**src/hdl/pis_pkg.sv**
```systemverilog
// Shared types and constants for the PID controller with integral separation.
// Used by pis_cfg_regs, pid_integral_separation and pis_checker.
package pis_pkg;

    localparam int DATA_W    = 32;
    localparam int IN_W      = 24;
    localparam int ULIM_W    = 31;
    localparam int CFG_IDX_W = 3;
    localparam int GAIN_FRAC = 16;

    // err = d*4096/100 = d*1024/25 = 40*d + floor(24*d/25) on magnitudes
    localparam int         ERR_INT_MUL  = 40;
    localparam int         ERR_FRAC_MUL = 24;
    localparam int         RECIP_SHIFT  = 34;
    localparam logic [29:0] RECIP_25    = 30'd687194768;  // ceil(2^34 / 25)

    typedef enum logic [CFG_IDX_W-1:0] {
        REG_PROP_GAIN   = 3'd0,
        REG_INTEG_GAIN  = 3'd1,
        REG_DERIV_GAIN  = 3'd2,
        REG_OUT_UPPER   = 3'd3,
        REG_OUT_LOWER   = 3'd4,
        REG_INTEG_ZONE  = 3'd5,
        REG_INTEG_LIMIT = 3'd6
    } t_reg_idx;

    localparam logic [DATA_W-1:0] RST_PROP_GAIN   = 32'd1311;
    localparam logic [DATA_W-1:0] RST_INTEG_GAIN  = 32'd3277;
    localparam logic [DATA_W-1:0] RST_DERIV_GAIN  = 32'd0;
    localparam logic [DATA_W-1:0] RST_OUT_UPPER   = 32'd98304;
    localparam logic [DATA_W-1:0] RST_OUT_LOWER   = 32'hFFFE_8000;  // -98304
    localparam logic [ULIM_W-1:0] RST_INTEG_ZONE  = 31'h7FFF_FFFF;
    localparam logic [ULIM_W-1:0] RST_INTEG_LIMIT = 31'h7FFF_FFFF;

    typedef struct packed {
        logic signed [IN_W-1:0] ref_value;
        logic signed [IN_W-1:0] measured_value;
    } t_in_item;

    typedef struct packed {
        logic signed [DATA_W-1:0] drive;
        logic                     out_clamped;
    } t_out_item;

    typedef struct packed {
        logic [DATA_W-1:0] prop_gain;
        logic [DATA_W-1:0] integ_gain;
        logic [DATA_W-1:0] deriv_gain;
        logic [DATA_W-1:0] out_upper;
        logic [DATA_W-1:0] out_lower;
        logic [ULIM_W-1:0] integ_zone;
        logic [ULIM_W-1:0] integ_limit;
    } t_cfg;

endpackage

```
**src/hdl/pis_cfg_regs.sv**
```systemverilog
// Configuration register bank: gains, output limits, integral zone and limit.
// Depends on pis_pkg.
module pis_cfg_regs (
    input  logic                          i_clk,
    input  logic                          i_rst_n,
    input  logic                          i_cfg_we,
    input  logic [pis_pkg::CFG_IDX_W-1:0] i_cfg_index,
    input  logic [pis_pkg::DATA_W-1:0]    i_cfg_data,
    output pis_pkg::t_cfg                 o_cfg
);
    import pis_pkg::*;

    t_cfg r_cfg;

    always_ff @(posedge i_clk) begin
        if (!i_rst_n) begin
            r_cfg.prop_gain   <= RST_PROP_GAIN;
            r_cfg.integ_gain  <= RST_INTEG_GAIN;
            r_cfg.deriv_gain  <= RST_DERIV_GAIN;
            r_cfg.out_upper   <= RST_OUT_UPPER;
            r_cfg.out_lower   <= RST_OUT_LOWER;
            r_cfg.integ_zone  <= RST_INTEG_ZONE;
            r_cfg.integ_limit <= RST_INTEG_LIMIT;
        end else if (i_cfg_we) begin
            unique case (i_cfg_index)
                REG_PROP_GAIN:   r_cfg.prop_gain   <= i_cfg_data;
                REG_INTEG_GAIN:  r_cfg.integ_gain  <= i_cfg_data;
                REG_DERIV_GAIN:  r_cfg.deriv_gain  <= i_cfg_data;
                REG_OUT_UPPER:   r_cfg.out_upper   <= i_cfg_data;
                REG_OUT_LOWER:   r_cfg.out_lower   <= i_cfg_data;
                REG_INTEG_ZONE:  r_cfg.integ_zone  <= i_cfg_data[ULIM_W-1:0];
                REG_INTEG_LIMIT: r_cfg.integ_limit <= i_cfg_data[ULIM_W-1:0];
                default: ;
            endcase
        end
    end

    assign o_cfg = r_cfg;

endmodule

```
**config.mk**
```make
export PLATFORM = sky130hd
export DESIGN_NAME = pis_cfg_regs
export DESIGN_NICKNAME = d
export VERILOG_FILES = /design/src/hdl/pis_pkg.sv /design/src/hdl/pis_cfg_regs.sv
export SDC_FILE = /design/constraint.sdc
export NUM_CORES = 1
export LEC_CHECK = 0
export BUFFER_PORTS_ARGS = -buffer_cell sky130_fd_sc_hd__buf_2
export CELL_PAD_IN_SITES_DETAIL_PLACEMENT = 0
export CELL_PAD_IN_SITES_GLOBAL_PLACEMENT = 1
export CORE_MARGIN = 2
export CORE_UTILIZATION = 42
export CTS_CLUSTER_SIZE = 40
export DETAILED_ROUTE_END_ITERATION = 10
export GPL_TIMING_DRIVEN = 0
export PLACE_DENSITY_LB_ADDON = 0.1
export SYNTH_ARGS = -nofsm -noshare
export SYNTH_HDL_FRONTEND = slang
export SYNTH_SLANG_ARGS = --single-unit
```
**constraint.sdc**
```tcl
create_clock -name i_clk -period 3.4 [get_ports i_clk]
set_clock_uncertainty 0.15 [all_clocks]
set_input_delay 0.68 -clock i_clk [delete_from_list [all_inputs] [get_ports i_clk]]
set_output_delay 0.68 -clock i_clk [all_outputs]
set_load 0.02 [all_outputs]
```
Yosys cells after proc, flatten, opt, wreduce, memory -nomap -nowiden --
Index checks and enable logic that the tools add are counted.
Cells by class: eq/ne operators 6, reductions and logical operators 8
Operator list (number):
- $reduce_and A2 Y1 | 7
- $eq A3 B3 Y1 const B | 3
- $eq A3 B2 Y1 const B | 2
- $eq A3 B1 Y1 const B | 1
- $logic_not A3 Y1 | 1
Word-level totals: register bits 222, bits of input ports 38, output and inout bits 222, word-level logic and storage cells 21

Longest topological paths before layout --
word-level depth 2, depth in mapped cells 5, depth with buffers taken out 2

Worst setup path after synthesis --
Ideal clock, no wire load.
kind input -> register, start point input i_cfg_index[0] in the netlist's numbering, end point register r_cfg (netlist bit o_cfg[195]), setup time 0.072 ns, arrival time 1.617 ns, required time 3.178 ns, setup slack 1.561 ns, cell stages on the path 4, buffers on the path 2, cell sequence buf_6 nor4b_4 buf_6 mux2i_1
Between the ends: longest elaborated chain between the ends 2
Ends and longest elaborated chain:
- from (decl) | line pis_cfg_regs.sv:7 | input logic [pis_pkg::CFG_IDX_W-1:0] i_cfg_index,
- $logic_not A3 Y1 | line pis_cfg_regs.sv:25 | unique case (i_cfg_index)
- $reduce_and A2 Y1 (no source line)
- to (decl) | line pis_cfg_regs.sv:13 | t_cfg r_cfg;
No other way between the ends. A chain may end at the register's enable or synchronous reset.

Worst setup path in the final report --
start point register r_cfg (netlist bit o_cfg[60]), end point output o_cfg[60] in the netlist's numbering
RTL lines:
- to (decl) | line pis_cfg_regs.sv:9 | output pis_pkg::t_cfg o_cfg
No word-level cell between the ends.

==> impl_metrics.toml <==
[synthesis]
seq_area_frac_synth_pct = 52.3
syn-num-nets = 838
yosys.area.top_type = "dfxtp_1"
synth-edff-count = 0
ys_warn_count = 0
netlist_area_mm2 = 0.00850
synth_top_area_share_pct = 52.3
syn_inst = 800
avgSynthCellArea_um2 = 10.6
ys_ff_latch = 222
ys.flop_type = "dfxtp_1"
synth_commonest_cells = "222 x dfxtp_1, 222 x mux2i_1, 160 x nand2_1"
synthArstFlopShare_pct = 0
yosysUniqueCellTypes = 13
synth.area.top_cells = "dfxtp_1 52%, mux2i_1 26%, nor2b_1 9.3%"

[setup_path]
r2r_end = "o_cfg[18]$_SDFFE_PN1P_"
max_stage_delay_ns = 0.36
r2r_setup_slack_ns = 2.58
r2r-start = "o_cfg[18]$_SDFFE_PN1P_"
crit_buf_inv = 1
reg2reg_depth = 2
cp_top_family = "flip-flops"
slowest_stage = "dfxtp_1"
critical_path.cell_chain = "buf_2"
cp-start-kind = "flip-flop"
crit_type = "reg2out"
worstPathRequired_ns = 2.57
crit_path_end_kind = "output pin"
worstPathArrival_ns = 1.04
cp_max_fo = 2

[placed_design]
dp_cells = 1324
place_ws_ns = 1.24
dp_hpwl_um = 18400
port-buffer-count = 254
dpl_cell_area_mm2 = 0.0101
gp_congestion = 0.790

[layout]
regArea_mm2 = 0.00444
finalNonFillerCells = 1367
final_area_mm2 = 0.0108
multi_input_area_mm2 = 0.00373
largest_reg_flops = 222
nFillCells = 1914
drive_above_1_share_pct = 29.8
nets = 1118
areaGrowthSynthToFinish_pct = 27.6

[drt]
num_vias = 6378
ant_nets = 0
drtIter0Drc = 233
post_drt_wl_per_cell_um = 17.5
finalWirelength_um = 24000
avgViaCountPerCell = 4.67
top_layer = "met4"
wl_met2_um = 10800
wl_met1_um = 11200
remaining_drc_errors = 0
wl_met3_um = 1510
dr.pass1.iters = 4

[run_status]
status = "completed"

[min_path]
min_delay_path_depth = 2
hold_class = "reg2reg"
whs_endpoint = "o_cfg[162]$_SDFFE_PN0P_"
holdCritStartpoint = "o_cfg[162]$_SDFFE_PN0P_"

[global_routing]
grt_max_degree = 13
overflow = 0
antenna_found_initial = 2
grtUsageTotal_pct = 21.7
first_global_vias = 6192
grt_first_pass_wirelength_um = 36600

[sta]
fin_crit_ns = 1.87
tightest_slew_ns = 0.552
final_hold_viol_count = 0
fmax_mhz = 534
fin_setup_tns_ns = 0
timing.final.crit_share_pct = 55.1
worst_slack_ns = 1.53
rsz0062_at_grt = "false"
setup_viol = 0
drv_slew = 0
slew-limit-headroom_pct = 63.2

[die]
die_area_mm2 = 0.0214
row_count = 52
die_w_um = 146
core_mm2 = 0.0200
start_util_pct = 42.4
io_pins = 260
die_h_um = 146

[power]
seqPwrFrac_pct = 48.3
p_sw_mw = 1.33
power_frac_comb_pct = 7.9
p_int_mw = 4.24
p_leak_nw = 5.21
peakVddDrop_v = 0.000316
p_clk_share_pct = 43.8
power_density_mw_per_mm2 = 514
swShare_pct = 23.9

[clocking]
root_buffer = "clkbuf_16"
cts_resized = 0
cts_buffer_depth = 3
cts_hold_buffers = 0
h-tree-depth = 1
clock_latency_ns = 0.50
post_cts_buffers = 0
clk_pin_slew_worst_paths_ns = 0.06
cts_tree = "built"
clock-sinks = 222
numCtsBuffers = 24

[job]
maxCapViolations = 0
## power groups by stage
stage	Combinational [mW]	Sequential, mW	Clock (mW)
4_1_cts	0.447	2.69	2.50
2_1_floorplan	0.206	2.82	0
6_report	0.442	2.69	2.44
5_1_grt	0.474	2.69	2.62
3_5_place_dp	0.446	2.75	0
3_3_place_gp	0.445	2.75	0
## metrics by stage
stage,hold slack (ns),total power [mW],utilization (%)
2_1_floorplan,0.383,3.02,-
3_3_place_gp,0.290,3.19,50.4
3_5_place_dp,0.294,3.19,50.4
4_1_cts,0.300,5.63,54.1
5_1_grt,0.318,5.79,54.1
6_report,0.302,5.57,54.1
## logic make-up after synthesis
family | count (synthesis) | synth area share, %
AND/OR/NAND/NOR | 296 | 17.7
multiplexers | 222 | 26.1
flip-flops | 222 | 52.3
buffers and inverters | 60 | 3.83
## worst max-delay path by stage
| stage | cells after the start | endpoint | startpoint | slack, ns |
|---|---|---|---|---|
| after floorplan | 4 | o_cfg[195]$_SDFFE_PN0P_ | i_cfg_index[0] | 1.56 |
| after global routing | 1 | o_cfg[60] | o_cfg[60]$_SDFFE_PN1P_ | 1.48 |
| after CTS | 1 | o_cfg[60] | o_cfg[60]$_SDFFE_PN1P_ | 1.52 |
| after global placement | 5 | o_cfg[168]$_SDFFE_PN1P_ | i_rst_n | 1.22 |
| final | 1 | o_cfg[60] | o_cfg[60]$_SDFFE_PN1P_ | 1.53 |
| after detailed placement | 5 | o_cfg[160]$_SDFFE_PN1P_ | i_rst_n | 1.24 |
## metal layers
metal  vias to the layer above  GRT usage (%)
met1                      2985           30.2
met2                       175           34.6
met4                         0           4.85
li1                       3191              -
met5                         -              0
met3                        27           4.78
## placed cells by master, fill, tap and decap left out, types with 5 or more instances in the layout
cell type  count
buf_4         10
dfxtp_1      222
clkbuf_16     25
clkbuf_1      32
mux2i_1      222
clkinv_2       5
buf_2        274
buf_6          5
nand2_1      160
nor2b_1      126
## layout make-up
class,count,share of cell area [%]
buffer,60,3.00
timing repair buffer,254,11.7
antenna,2,0.0462
multi-input combinational,518,34.4
sequential,222,41.0
tap,270,3.12
clock buffer,36,6.52
clock inverter,5,0.231
No activity file was read; power rests on OpenSTA's default activity.
